$ cat config.mk
export PLATFORM = sky130hd
export DESIGN_NAME = spawn_pressure_throttle_core
export DESIGN_NICKNAME = d
export VERILOG_FILES = /design/src/design/spt_pkg.sv /design/src/design/spt_ram.sv /design/src/design/spt_thresh.sv /design/src/design/spawn_pressure_throttle_core.sv
export SDC_FILE = /design/constraint.sdc
export NUM_CORES = 2
export LEC_CHECK = 0
export BUFFER_PORTS_ARGS = -buffer_cell sky130_fd_sc_hd__buf_2
export CORE_UTILIZATION = 55
export CTS_CLUSTER_DIAMETER = 80
export DETAILED_ROUTE_END_ITERATION = 8
export PLACE_DENSITY = 0.73
export SLEW_MARGIN = 0
export SYNTH_ARGS = -nofsm -noshare
export SYNTH_HDL_FRONTEND = slang
export SYNTH_SLANG_ARGS = --single-unit
$ cat constraint.sdc
create_clock -name aclk -period 18.9 [get_ports aclk]
set_clock_uncertainty 0.1 [all_clocks]
set_input_delay 1.89 -clock aclk [delete_from_list [all_inputs] [get_ports aclk]]
set_output_delay 1.89 -clock aclk [all_outputs]
set_load 0.005 [all_outputs]
$ cat src/design/spt_pkg.sv
`default_nettype none
// ----------------------------------------------------------------------------
// spt_pkg: shared types and constants of the spawn pressure throttle
// Field widths, transaction payload structs, codes and threshold constants.
// ----------------------------------------------------------------------------
package spt_pkg;

    localparam int USAGE_W         = 23;
    localparam int ID_WIDTH        = 16;
    localparam int TIMER_W         = 16;
    localparam int CFG_IDX_W       = 3;
    localparam int CFG_DATA_W      = 23;
    localparam int QUEUE_DEPTH_DEF = 16;

    // light = limit/10*9, heavy = limit/16*15
    localparam int LIGHT_DIV   = 10;
    localparam int LIGHT_MUL   = 9;
    localparam int HEAVY_SHIFT = 4;
    localparam int DIV10_SHIFT = 26;
    localparam int Q_W         = 20;
    localparam logic [USAGE_W-1:0] DIV10_RECIP =
        USAGE_W'(((64'd1 << DIV10_SHIFT) + LIGHT_DIV - 1) / LIGHT_DIV);

    typedef enum logic [1:0] {
        REQ_TICK   = 2'd0,
        REQ_SPAWN  = 2'd1,
        REQ_ALARM  = 2'd2,
        REQ_CANCEL = 2'd3
    } req_e;

    typedef enum logic [1:0] {
        ACT_NONE    = 2'd0,
        ACT_FORWARD = 2'd1,
        ACT_HOLD    = 2'd2,
        ACT_DROP    = 2'd3
    } act_e;

    typedef enum logic [CFG_IDX_W-1:0] {
        CFG_PID_LIMIT    = 3'd0,
        CFG_CHECK_IVL    = 3'd1,
        CFG_REPEAT_IVL   = 3'd2,
        CFG_FIRST_RETRY  = 3'd3,
        CFG_BUSY_RETRY   = 3'd4,
        CFG_DRAIN_RETRY  = 3'd5
    } cfg_e;

    typedef struct packed {
        req_e                req_type;
        logic [USAGE_W-1:0]  usage;
        logic [ID_WIDTH-1:0] request_id;
    } in_t;

    typedef struct packed {
        act_e                action;
        logic [ID_WIDTH-1:0] forwarded_id;
        logic                pressure_warning;
        logic [USAGE_W-1:0]  reported_usage;
    } out_t;

    typedef struct packed {
        logic               busy;
        logic [USAGE_W-1:0] light;
        logic [USAGE_W-1:0] heavy;
    } thr_t;

endpackage
`default_nettype wire

$ cat src/design/spt_ram.sv
`default_nettype none
// ----------------------------------------------------------------------------
// spt_ram: generic simple dual-port RAM
// One write port, one read port, read data registered.
// ----------------------------------------------------------------------------
module spt_ram #(
    parameter int WIDTH = 16,
    parameter int DEPTH = 16,
    localparam int AW   = $clog2(DEPTH)
) (
    input  wire logic             aclk,
    input  wire logic             we,
    input  wire logic [AW-1:0]    waddr,
    input  wire logic [WIDTH-1:0] wdata,
    input  wire logic [AW-1:0]    raddr,
    output logic      [WIDTH-1:0] rdata
);

    logic [WIDTH-1:0] mem [DEPTH];
    logic [WIDTH-1:0] rdata_reg;

    always_ff @(posedge aclk) begin
        if (we) begin
            mem[waddr] <= wdata;
        end
        rdata_reg <= mem[raddr];
    end

    assign rdata = rdata_reg;

endmodule
`default_nettype wire

$ cat src/design/spt_thresh.sv
`default_nettype none
// ----------------------------------------------------------------------------
// spt_thresh: pressure threshold unit
// Derives light (limit/10*9) in two registered stages and heavy (limit/16*15)
// in heavy_reg; busy while a new limit propagates.
// ----------------------------------------------------------------------------
module spt_thresh
    import spt_pkg::*;
(
    input  wire logic               aclk,
    input  wire logic               aresetn,
    input  wire logic [USAGE_W-1:0] pid_limit,
    input  wire logic               load,
    output thr_t                    thr
);

    logic [2*USAGE_W-1:0] prod;
    logic [Q_W-1:0]       q_reg;
    logic [USAGE_W:0]     qx10;
    logic [USAGE_W:0]     rem;
    logic [Q_W-1:0]       q_fix;
    logic [USAGE_W-1:0]   light_reg;
    logic [USAGE_W-1:0]   heavy_reg;
    logic [USAGE_W-HEAVY_SHIFT-1:0] h16;
    logic [1:0]           wait_reg;

    assign prod  = (2*USAGE_W)'(pid_limit) * (2*USAGE_W)'(DIV10_RECIP);
    assign qx10  = (USAGE_W+1)'({q_reg, 3'b000}) + (USAGE_W+1)'({q_reg, 1'b0});
    assign rem   = (USAGE_W+1)'(pid_limit) - qx10;
    assign q_fix = (rem >= (USAGE_W+1)'(LIGHT_DIV)) ? q_reg + 1'b1 : q_reg;
    assign h16   = pid_limit[USAGE_W-1:HEAVY_SHIFT];

    always_ff @(posedge aclk) begin
        q_reg     <= prod[DIV10_SHIFT +: Q_W];
        light_reg <= USAGE_W'({q_fix, 3'b000}) + USAGE_W'(q_fix);
        heavy_reg <= USAGE_W'({h16, 4'b0000}) - USAGE_W'(h16);
    end

    always_ff @(posedge aclk) begin
        if (!aresetn) begin
            wait_reg <= 2'd2;
        end else if (load) begin
            wait_reg <= 2'd2;
        end else if (wait_reg != 2'd0) begin
            wait_reg <= wait_reg - 2'd1;
        end
    end

    assign thr.busy  = (wait_reg != 2'd0);
    assign thr.light = light_reg;
    assign thr.heavy = heavy_reg;

endmodule
`default_nettype wire

$ cat src/design/spawn_pressure_throttle_core.sv
`default_nettype none
// ----------------------------------------------------------------------------
// spawn_pressure_throttle_core: admission throttle for spawn requests
// Ticks drive repeat and retry timers; heavy-pressure spawns with a timer
// pending are held in a RAM-backed FIFO, released one at a time on retry.
//
//   channel   ports                            direction
//   s_        s_valid s_ready s_payload        in  (in_t transaction)
//   m_        m_valid m_ready m_payload        out (out_t transaction)
//   cfg_      cfg_valid cfg_ready cfg_index    in  (register write)
//             cfg_data
//
// One transaction in flight. Tick, request and alarm go through ST_EXEC and
// ST_FINISH to the result. Cancel reads one held entry from the id RAM per
// cycle. A releasing tick also runs ST_DROP_A and, unless heavy, ST_POP
// and ST_DROP_B, skipping cancelled heads. After reset and after each
// pid_limit write, s_ready stays low while the thresholds settle. While m_
// stalls, the next s_ transaction is accepted; it then waits in ST_FINISH.
// ----------------------------------------------------------------------------
module spawn_pressure_throttle_core
    import spt_pkg::*;
#(
    parameter int QUEUE_DEPTH = QUEUE_DEPTH_DEF
) (
    input  wire logic                  aclk,
    input  wire logic                  aresetn,
    input  wire logic                  s_valid,
    output logic                       s_ready,
    input  wire in_t                   s_payload,
    output logic                       m_valid,
    input  wire logic                  m_ready,
    output out_t                       m_payload,
    input  wire logic                  cfg_valid,
    output logic                       cfg_ready,
    input  wire logic [CFG_IDX_W-1:0]  cfg_index,
    input  wire logic [CFG_DATA_W-1:0] cfg_data
);

    localparam int IDX_W = $clog2(QUEUE_DEPTH);
    localparam int CNT_W = $clog2(QUEUE_DEPTH + 1);
    localparam int SUM_W = CNT_W + 1;

    typedef enum logic [2:0] {
        ST_IDLE,
        ST_EXEC,
        ST_DROP_A,
        ST_POP,
        ST_DROP_B,
        ST_CANCEL,
        ST_FINISH
    } state_e;

    // configuration
    logic [USAGE_W-1:0] pid_limit_reg;
    logic [TIMER_W-1:0] check_ivl_reg;
    logic [TIMER_W-1:0] repeat_ivl_reg;
    logic [TIMER_W-1:0] first_retry_reg;
    logic [TIMER_W-1:0] busy_retry_reg;
    logic [TIMER_W-1:0] drain_retry_reg;
    logic               thr_load;
    thr_t               thr;

    // control state
    state_e             state_reg, state_next;
    in_t                item_reg, item_next;
    out_t               res_reg, res_next;
    logic               m_valid_reg, m_valid_next;
    out_t               m_payload_reg, m_payload_next;
    logic               rep_p_reg, rep_p_next;
    logic [TIMER_W-1:0] rep_rem_reg, rep_rem_next;
    logic               ret_p_reg, ret_p_next;
    logic [TIMER_W-1:0] ret_rem_reg, ret_rem_next;
    logic [TIMER_W-1:0] tsc_reg, tsc_next;
    logic [QUEUE_DEPTH-1:0] valid_reg, valid_next;
    logic [IDX_W-1:0]   head_reg, head_next;
    logic [CNT_W-1:0]   count_reg, count_next;
    logic [CNT_W-1:0]   cidx_reg, cidx_next;
    logic               cmp_vld_reg, cmp_vld_next;
    logic [IDX_W-1:0]   cmp_slot_reg, cmp_slot_next;

    // id RAM
    logic                ram_we;
    logic [IDX_W-1:0]    tail_slot;
    logic [IDX_W-1:0]    cancel_slot;
    logic [IDX_W-1:0]    ram_raddr;
    logic [ID_WIDTH-1:0] ram_rdata;

    logic [TIMER_W-1:0] rep_dec;
    logic [TIMER_W-1:0] ret_dec;
    logic               light_hit;
    logic               heavy_hit;
    logic               full;

    function automatic logic [IDX_W-1:0] wrap_slot(input logic [IDX_W-1:0] base,
                                                   input logic [CNT_W-1:0] off);
        logic [SUM_W-1:0] sum;
        sum = SUM_W'(base) + SUM_W'(off);
        if (sum >= SUM_W'(QUEUE_DEPTH)) begin
            sum = sum - SUM_W'(QUEUE_DEPTH);
        end
        return sum[IDX_W-1:0];
    endfunction

    function automatic logic [IDX_W-1:0] next_idx(input logic [IDX_W-1:0] idx);
        return (idx == IDX_W'(QUEUE_DEPTH - 1)) ? '0 : idx + 1'b1;
    endfunction

    // ------------------------------------------------------------------
    // configuration port
    // ------------------------------------------------------------------
    assign cfg_ready = 1'b1;
    assign thr_load  = cfg_valid && (cfg_index == CFG_PID_LIMIT);

    always_ff @(posedge aclk) begin
        if (!aresetn) begin
            pid_limit_reg   <= USAGE_W'(4096);
            check_ivl_reg   <= TIMER_W'(1000);
            repeat_ivl_reg  <= TIMER_W'(2000);
            first_retry_reg <= TIMER_W'(250);
            busy_retry_reg  <= TIMER_W'(100);
            drain_retry_reg <= TIMER_W'(20);
        end else if (cfg_valid) begin
            unique case (cfg_e'(cfg_index))
                CFG_PID_LIMIT:   pid_limit_reg   <= cfg_data[USAGE_W-1:0];
                CFG_CHECK_IVL:   check_ivl_reg   <= cfg_data[TIMER_W-1:0];
                CFG_REPEAT_IVL:  repeat_ivl_reg  <= cfg_data[TIMER_W-1:0];
                CFG_FIRST_RETRY: first_retry_reg <= cfg_data[TIMER_W-1:0];
                CFG_BUSY_RETRY:  busy_retry_reg  <= cfg_data[TIMER_W-1:0];
                CFG_DRAIN_RETRY: drain_retry_reg <= cfg_data[TIMER_W-1:0];
                default: ;
            endcase
        end
    end

    spt_thresh u_thresh (
        .aclk      (aclk),
        .aresetn   (aresetn),
        .pid_limit (pid_limit_reg),
        .load      (thr_load),
        .thr       (thr)
    );

    spt_ram #(
        .WIDTH (ID_WIDTH),
        .DEPTH (QUEUE_DEPTH)
    ) u_ids (
        .aclk  (aclk),
        .we    (ram_we),
        .waddr (tail_slot),
        .wdata (item_reg.request_id),
        .raddr (ram_raddr),
        .rdata (ram_rdata)
    );

    // ------------------------------------------------------------------
    // sequencer
    // ------------------------------------------------------------------
    assign tail_slot   = wrap_slot(head_reg, count_reg);
    assign cancel_slot = wrap_slot(head_reg, cidx_reg);
    assign ram_raddr   = (state_reg == ST_CANCEL) ? cancel_slot : head_reg;

    assign rep_dec   = (rep_rem_reg != '0) ? rep_rem_reg - 1'b1 : rep_rem_reg;
    assign ret_dec   = (ret_rem_reg != '0) ? ret_rem_reg - 1'b1 : ret_rem_reg;
    assign light_hit = (item_reg.usage != '0) && (item_reg.usage >= thr.light);
    assign heavy_hit = (item_reg.usage != '0) && (item_reg.usage >= thr.heavy);
    assign full      = (count_reg == CNT_W'(QUEUE_DEPTH));

    assign s_ready   = (state_reg == ST_IDLE) && !thr.busy;
    assign m_valid   = m_valid_reg;
    assign m_payload = m_payload_reg;

    always_comb begin
        state_next     = state_reg;
        item_next      = item_reg;
        res_next       = res_reg;
        m_valid_next   = m_valid_reg;
        m_payload_next = m_payload_reg;
        rep_p_next     = rep_p_reg;
        rep_rem_next   = rep_rem_reg;
        ret_p_next     = ret_p_reg;
        ret_rem_next   = ret_rem_reg;
        tsc_next       = tsc_reg;
        valid_next     = valid_reg;
        head_next      = head_reg;
        count_next     = count_reg;
        cidx_next      = cidx_reg;
        cmp_vld_next   = cmp_vld_reg;
        cmp_slot_next  = cmp_slot_reg;
        ram_we         = 1'b0;

        if (m_valid_reg && m_ready) begin
            m_valid_next = 1'b0;
        end

        unique case (state_reg)
            ST_IDLE: begin
                if (s_valid && s_ready) begin
                    item_next  = s_payload;
                    res_next   = '0;
                    state_next = ST_EXEC;
                end
            end

            ST_EXEC: begin
                state_next = ST_FINISH;
                unique case (item_reg.req_type)
                    REQ_TICK: begin
                        if (tsc_reg != '1) begin
                            tsc_next = tsc_reg + 1'b1;
                        end
                        if (rep_p_reg) begin
                            rep_rem_next = rep_dec;
                            if (rep_dec == '0) begin
                                rep_p_next = 1'b0;
                                tsc_next   = '0;
                                if (light_hit) begin
                                    res_next.pressure_warning = 1'b1;
                                    res_next.reported_usage   = item_reg.usage;
                                    rep_p_next   = 1'b1;
                                    rep_rem_next = repeat_ivl_reg;
                                end
                            end
                        end
                        if (ret_p_reg) begin
                            ret_rem_next = ret_dec;
                            if (ret_dec == '0) begin
                                ret_p_next = 1'b0;
                                state_next = ST_DROP_A;
                            end
                        end
                    end
                    REQ_SPAWN: begin
                        if (!rep_p_reg && !ret_p_reg) begin
                            if (tsc_reg >= check_ivl_reg) begin
                                tsc_next = '0;
                                if (light_hit) begin
                                    res_next.pressure_warning = 1'b1;
                                    res_next.reported_usage   = item_reg.usage;
                                    rep_p_next   = 1'b1;
                                    rep_rem_next = repeat_ivl_reg;
                                end
                            end
                            res_next.action       = ACT_FORWARD;
                            res_next.forwarded_id = item_reg.request_id;
                        end else if (!heavy_hit) begin
                            res_next.action       = ACT_FORWARD;
                            res_next.forwarded_id = item_reg.request_id;
                        end else if (full) begin
                            res_next.action = ACT_DROP;
                        end else begin
                            ram_we                = 1'b1;
                            valid_next[tail_slot] = 1'b1;
                            count_next            = count_reg + 1'b1;
                            res_next.action       = ACT_HOLD;
                            if (!ret_p_reg || (ret_rem_reg > first_retry_reg)) begin
                                ret_p_next   = 1'b1;
                                ret_rem_next = first_retry_reg;
                            end
                        end
                    end
                    REQ_ALARM: begin
                        tsc_next = '0;
                        if (item_reg.usage >= thr.light) begin
                            res_next.pressure_warning = 1'b1;
                            res_next.reported_usage   = item_reg.usage;
                            if (!rep_p_reg || (rep_rem_reg > repeat_ivl_reg)) begin
                                rep_p_next   = 1'b1;
                                rep_rem_next = repeat_ivl_reg;
                            end
                        end
                    end
                    REQ_CANCEL: begin
                        cidx_next    = '0;
                        cmp_vld_next = 1'b0;
                        state_next   = ST_CANCEL;
                    end
                    default: ;
                endcase
            end

            ST_DROP_A: begin
                if ((count_reg != '0) && !valid_reg[head_reg]) begin
                    head_next  = next_idx(head_reg);
                    count_next = count_reg - 1'b1;
                end else if (count_reg == '0) begin
                    state_next = ST_FINISH;
                end else if (heavy_hit) begin
                    ret_p_next   = 1'b1;
                    ret_rem_next = busy_retry_reg;
                    state_next   = ST_FINISH;
                end else begin
                    state_next = ST_POP;
                end
            end

            ST_POP: begin
                res_next.action       = ACT_FORWARD;
                res_next.forwarded_id = ram_rdata;
                valid_next[head_reg]  = 1'b0;
                head_next             = next_idx(head_reg);
                count_next            = count_reg - 1'b1;
                state_next            = ST_DROP_B;
            end

            ST_DROP_B: begin
                if ((count_reg != '0) && !valid_reg[head_reg]) begin
                    head_next  = next_idx(head_reg);
                    count_next = count_reg - 1'b1;
                end else begin
                    if (count_reg != '0) begin
                        ret_p_next   = 1'b1;
                        ret_rem_next = drain_retry_reg;
                    end
                    state_next = ST_FINISH;
                end
            end

            ST_CANCEL: begin
                if (cmp_vld_reg && valid_reg[cmp_slot_reg] &&
                    (ram_rdata == item_reg.request_id)) begin
                    valid_next[cmp_slot_reg] = 1'b0;
                    state_next               = ST_FINISH;
                end else if (cidx_reg < count_reg) begin
                    cmp_vld_next  = 1'b1;
                    cmp_slot_next = cancel_slot;
                    cidx_next     = cidx_reg + 1'b1;
                end else begin
                    state_next = ST_FINISH;
                end
            end

            ST_FINISH: begin
                if (!m_valid_reg || m_ready) begin
                    m_payload_next = res_reg;
                    m_valid_next   = 1'b1;
                    state_next     = ST_IDLE;
                end
            end

            default: state_next = ST_IDLE;
        endcase
    end

    always_ff @(posedge aclk) begin
        if (!aresetn) begin
            state_reg   <= ST_IDLE;
            m_valid_reg <= 1'b0;
            rep_p_reg   <= 1'b0;
            rep_rem_reg <= '0;
            ret_p_reg   <= 1'b0;
            ret_rem_reg <= '0;
            tsc_reg     <= '1;
            valid_reg   <= '0;
            head_reg    <= '0;
            count_reg   <= '0;
            cidx_reg    <= '0;
            cmp_vld_reg <= 1'b0;
        end else begin
            state_reg   <= state_next;
            m_valid_reg <= m_valid_next;
            rep_p_reg   <= rep_p_next;
            rep_rem_reg <= rep_rem_next;
            ret_p_reg   <= ret_p_next;
            ret_rem_reg <= ret_rem_next;
            tsc_reg     <= tsc_next;
            valid_reg   <= valid_next;
            head_reg    <= head_next;
            count_reg   <= count_next;
            cidx_reg    <= cidx_next;
            cmp_vld_reg <= cmp_vld_next;
        end
        item_reg      <= item_next;
        res_reg       <= res_next;
        m_payload_reg <= m_payload_next;
        cmp_slot_reg  <= cmp_slot_next;
    end

`ifndef SYNTHESIS
    a_count_bound: assert property (@(posedge aclk) disable iff (!aresetn)
        count_reg <= CNT_W'(QUEUE_DEPTH))
        else $error("held queue count exceeds depth");

    a_retry_needs_entries: assert property (@(posedge aclk) disable iff (!aresetn)
        ret_p_reg |-> (count_reg != '0))
        else $error("retry timer pending with empty queue");

    a_accept_starts_exec: assert property (@(posedge aclk) disable iff (!aresetn)
        (s_valid && s_ready) |=> (state_reg == ST_EXEC))
        else $error("accepted transaction not dispatched");

    a_settle_blocks_input: assert property (@(posedge aclk) disable iff (!aresetn)
        $past(thr_load) |-> !s_ready)
        else $error("input accepted while thresholds settle");
`endif

endmodule
`default_nettype wire
# ---- Word-level counts from Yosys, hierarchy flattened
# Memory sizes are Yosys's and may differ from the RTL's. A register that Yosys moved wholly into a read port is not among the register bits.
# Index checks and enable logic that the tools add are counted.
# W data, S select, Z words.
dict set report totals {
  mem_bits_rw 256
  elab_cells 318
  romBits 0
  n_memories 1
  reg_bits 385
  latchBits 0
  out_inout_bits 45
}
# memory depth width read_ports rd_clocked_by_memory_dff wr line
set memory_table {}
lappend memory_table {u_ids.mem 16 16 1 1 1 spt_ram.sv:19} ;# logic [WIDTH-1:0] mem [DEPTH];
dict set report classes {
  div 0
  addsub 17
  n_eq_ne 54
  mul 1
  reduce_logical 64
  mux 125
  shift 0
  n_bitwise 7
  order_cmp 15
}
# cell n
set ops {}
lappend ops {{$mux W16} 31}
lappend ops {{$pmux W16 S3} 4}
lappend ops {{$mux W24} 6}
lappend ops {{$pmux W24 S3} 1}
lappend ops {{$pmux W18 S3} 1}
lappend ops {{$pmux W24 S2} 1}
lappend ops {{$ge A23 B23 Y1} 2}
lappend ops {{$mul A23 B23 Y46 const B} 1}
lappend ops {{$mux W42} 1}
lappend ops {{$mux W5} 8}
lappend ops {{$mux W1} 38}
lappend ops {{$mux W18} 2}
lappend ops {{$ne A3 B3 Y1 const B} 12}
lappend ops {{$and A16 B16 Y16} 2}
lappend ops {{$gt A16 B16 Y1} 2}
lappend ops {{$logic_not A16 Y1} 2}
lappend ops {{$ne A2 B2 Y1 const B} 16}
lappend ops {{$not A16 Y16} 2}
lappend ops {{$pmux W16 S2} 1}
lappend ops {{$reduce_bool A16 Y1} 2}
lappend ops {{$sub A16 B1 Y16 const B} 2}
lappend ops {{$mux W3} 10}
lappend ops {{$add A23 B21 Y24} 1}
lappend ops {{$ge A24 B4 Y1 const B} 1}
lappend ops {{62 further kinds} 134}

# ---- Depth between registers and ports, before layout
dict set report depth {
  ltp_word 13
  mapped_depth 31
  mapped_depth_nobuf 28
}

# ---- By module
# From an unflattened synthesis, not the netlist that was laid out.
dict set report hier_totals {
  hier_cells 3800
  area_unflattened_um2 41643.7
}
# mod n_inst area_each_um2 cells_each seq_area_each_um2
set by_module_without_submodules {}
lappend by_module_without_submodules {spawn_pressure_throttle_core 1 17341.6 1894 7637.3}
lappend by_module_without_submodules {spt_thresh 1 14258.7 1474 1361.3}
lappend by_module_without_submodules {spt_ram 1 10043.4 432 8007.7}

# ---- Least setup slack after synthesis
# Ideal clock, no wire load.
dict set report synth_path {
  kind {register to register}
  start {register pid_limit_reg[13]}
  end {register u_thresh.q_reg[19]}
  required_ns 18.728
  path_stages_with_launch 26
  setup_slack_ns 12.011
  t_arrival_ns 6.717
  path_cell_list {dfxtp_1 ha_1 inv_1 fa_1 inv_1 fa_1 fa_1 fa_1 inv_1 fa_1 inv_1 fa_1 ha_1 a21o_1 a21o_1 a21oi_1 a2111o_1 o221a_2 o2111a_1 o31a_1 o21ai_0 or2_2 a211oi_1 a21oi_1 a21oi_1 xnor2_1}
}
dict set report synth_between {
  elab_chain_cells 1
}
# item line
set synth_lines {}
lappend synth_lines {{from (decl)} spawn_pressure_throttle_core.sv:54} ;# logic [USAGE_W-1:0] pid_limit_reg;
lappend synth_lines {{from (signal assigned)} spawn_pressure_throttle_core.sv:124} ;# CFG_PID_LIMIT: pid_limit_reg <= cfg_data[USAGE_W-1:0];
lappend synth_lines {{$mul A23 B23 Y46} spt_thresh.sv:27} ;# assign prod = (2*USAGE_W)'(pid_limit) * (2*USAGE_W)'(DIV10_RECIP);
lappend synth_lines {{net u_thresh.prod[45]} spt_thresh.sv:17} ;# logic [2*USAGE_W-1:0] prod;
lappend synth_lines {{to (signal assigned)} spt_thresh.sv:34} ;# q_reg <= prod[DIV10_SHIFT +: Q_W];
lappend synth_lines {{to (decl)} spt_thresh.sv:18} ;# logic [Q_W-1:0] q_reg;
# The timed path passes the listed nets, and every way through them passes these cells.
# A chain may end at the register's enable or synchronous reset.

# ---- Final worst setup path
dict set report layout_path {
  start {register pid_limit_reg[6]}
  end {register u_thresh.q_reg[19]}
}
# The elaborated chain is that of the path after synthesis.

==> results by group <==
Run status
  • Outcome: finished, final reports clean

Synthesis
  • Distinct cell type count after synthesis: 108
  • Most common cell in the netlist: inv_1
  • Net count after synthesis: 4732
  • Synth top cells by count: inv_1, nand2_1, ha_1
  • Most used DFF post-synth: edfxtp_1
  • Largest family of logic cells by synthesized area: adder cells
  • Seq cells post-synth: 657
  • Synth Area per Inst: 10.3 µm²
  • Cell Area, Synth: 41700 µm²
  • Sequential-to-total area share from yosys stat: 40.8%
  • Post-synth EDFFs: 385
  • Post-synthesis compound-gate area fraction: 13.6%
  • Synth Area in Adders: 22.9%
  • Ys async rst share: 0%
  • Syn. warnings: 0
  • Mapped Cells: 4033
  • Synth area leaders: edfxtp_1, dfxtp_1, ha_1
  • Area share of the largest cell type after synthesis: 27.7%
  • Multiplexer share of the synthesized area: 2.52%
  • Simple-Gate Fraction of Synth Area: 11.6%
  • Largest area contributor in the netlist: edfxtp_1
  • Synth Area in XOR/XNOR: 2.75%

GRT
  • First-pass GRT wire length: 174000 µm
  • Vias in the first global route: 29900
  • Pin count of the biggest net entering global routing: 98
  • Total grt overflow: 0
  • Initial antenna violation count: 3
  • GRT Util Overall: 29.2%

Critical path
  • FF-to-FF End: u_thresh.q_reg[19]
  • Flop2flop setup slack: 11.21 ns
  • FF-to-FF path depth: 23
  • CP Cell Sequence: inv_1 -> ha_1 -> fa_1 -> fa_1 -> fa_1 -> inv_1 -> fa_1 -> inv_1 -> fa_1 -> fa_1 -> ha_1 -> a21o_1 -> a21oi_1 -> nor2b_1 -> o221a_2 -> o2111a_1 -> o31a_1 -> o21ai_0 -> or2_2 -> a211oi_1 -> a21oi_1 -> a21oi_1 -> xnor2_1
  • Worst r2r src: pid_limit_reg[6]
  • CP dominant cell by count: fa_1
  • Critical Path Start: pid_limit_reg[6]
  • CP endpoint kind: register
  • Critical Path AT: 8.15 ns
  • Crit Path Class: reg2reg
  • CP max stage cell: dfxtp_1
  • CP Max Fanout: 10
  • CP endpoint: u_thresh.q_reg[19]
  • Crit start category: register
  • CP peak stage delay: 0.70 ns
  • CP required: 19.36 ns

Detailed routing
  • DRT antenna net count: 0
  • WL/cell: 21.7 µm
  • Met3 routed WL: 9140 µm
  • Drt drc: 0
  • First-pass DRT Iterations: 5
  • Top Layer Used: met4
  • Vias: 30700
  • Post-DR vias/cell: 5.97
  • Routed Wire Length: 112000 µm
  • Metal2 WL: 50200 µm
  • Iter 0 DRT Violations: 2683
  • Met1 wire length: 49000 µm

Finish
  • Nets: 4806
  • Max FFs per register: 256
  • Area of the multi-input gates: 22500 µm²
  • Layout Area Growth over Synthesis: 10.2%
  • Number of diodes: 0
  • FF+latch area: 17000 µm²
  • Fillers: 6053
  • Layout cell share with drive strength beyond 1: 8.54%

Place
  • Post-DP HPWL: 81000 µm
  • GPL Wtd Cong: 0.976
  • Number of I/O port buffers: 115

Floorplan
  • Placement Rows: 100
  • Io pins: 117
  • CORE AREA: 74700 µm²
  • Die area: 77000 µm²
  • Die width: 277 µm
  • Die Y-Extent: 277 µm
  • Initial core utilization: 55.9%

Clock tree
  • Clock buffer depth: 3
  • Clock transition at path regs: 0.06 ns
  • TritonCTS clock tree: done
  • TritonCTS buffer count: 76
  • Post-CTS Hold Buffers: 0
  • Post-CTS setup buffers: 0
  • H-tree depth: 3
  • Clock root cell: clkbuf_16
  • CTS Sinks: 657
  • Resize count post-CTS: 0
  • Clk_lat worst skew: 0.65 ns

Power
  • Peak supply drop: 78.4 µV
  • Pwr dens: 109 nW/µm²
  • Leakage Power: 19.6 nW
  • Overall Power: 5.00 mW

Timing
  • # setup viols final: 0
  • Final hold violations: 0
  • Final period util: 40.7%
  • Setup Total Neg Slack: 0 ns
  • Slew margin rel.: 16.8%
  • Tmin final: 7.69 ns
  • Fin. max-slew vios: 0
  • Fmax achieved: 130 MHz
  • RSZ-0062 raised after global routing: false
  • Worst-Margin Slew: 1.24 ns

Flow run
  • Max Cap Viol: 0

Hold path
  • Worst hold path type: reg2reg
  • Hold path start: res_reg[34]
==> worst min-delay path by stage <==
stage	cells past startpoint	end	slack (ns)
floorplan	0	m_payload[24]	0.30
global placement	0	m_payload[27]	0.30
detailed placement	0	m_payload[30]	0.30
CTS	0	m_payload[28]	0.32
global route	0	m_payload[28]	0.31
finish	0	m_payload[34]	0.32
==> stage by stage <==
stage          cell area [µm²]  instances  hold slack (ns)  util, %  setup WS [ns]
2_1_floorplan            41700       4033            0.300        -          12.01
3_3_place_gp             43300       4998            0.303     58.0          11.38
3_5_place_dp             43300       4998            0.305     58.0          11.24
4_1_cts                  46000       5138            0.317     61.5          11.20
5_1_grt                  46000       5138            0.311     61.5          10.77
6_report                 46000       5138            0.318     61.5          11.21
==> layer usage <==
layer	vias up	global-route usage, %
met4	0	9.20
li1	14400	-
met5	-	0
met1	14900	41.4
met2	1184	45.5
met3	203	5.31
==> power by group <==
group	switching [mW]	total (mW)	internal, mW	leakage, nW
logic	1.08	1.73	0.645	12.6
clock network	0.628	1.53	0.897	1.28
registers	0.0999	1.75	1.65	5.71
==> area by class of cell <==
cell class / count / share of cell area [%]
Clock buffer: 101 / 4.58
Clock inverter: 39 / 1.19
Inverter: 478 / 3.91
Multi-Input combinational cell: 2743 / 48.8
Sequential cell: 657 / 37.0
Tap cell: 969 / 2.64
Timing Repair Buffer: 151 / 1.84
==> cell usage in the layout (no fill, tap or decap), types with 98 or more instances in the layout <==
cell / instances
inv_1: 474
nand2_1: 408
ha_1: 399
edfxtp_1: 385
a21oi_1: 292
dfxtp_1: 271
fa_1: 228
nor2_1: 181
a211oi_1: 124
buf_2: 115
o21ai_0: 105
xnor2_1: 98
==> critical path, delay by kind of cell, from the launching register on <==
| kind | cells | cell delay [ns] |
|---|---|---|
| flops | 1 | 0.70 |
| compound gates | 9 | 1.99 |
| xor+xnor | 1 | 0.13 |
| fa+ha+maj | 8 | 3.96 |
| buf+inv | 3 | 0.27 |
| simple gates | 2 | 0.48 |
==> logic make-up (layout without fill, tap and decap cells) <==
family	after synthesis	after routing
mux	92	92
xor+xnor	131	131
compound gates	870	870
simple gates	1022	1022
buf+inv	633	769
fa+ha+maj	627	627
flops	657	657
other cells	1	1
No activity file was read; power rests on OpenSTA's default activity.
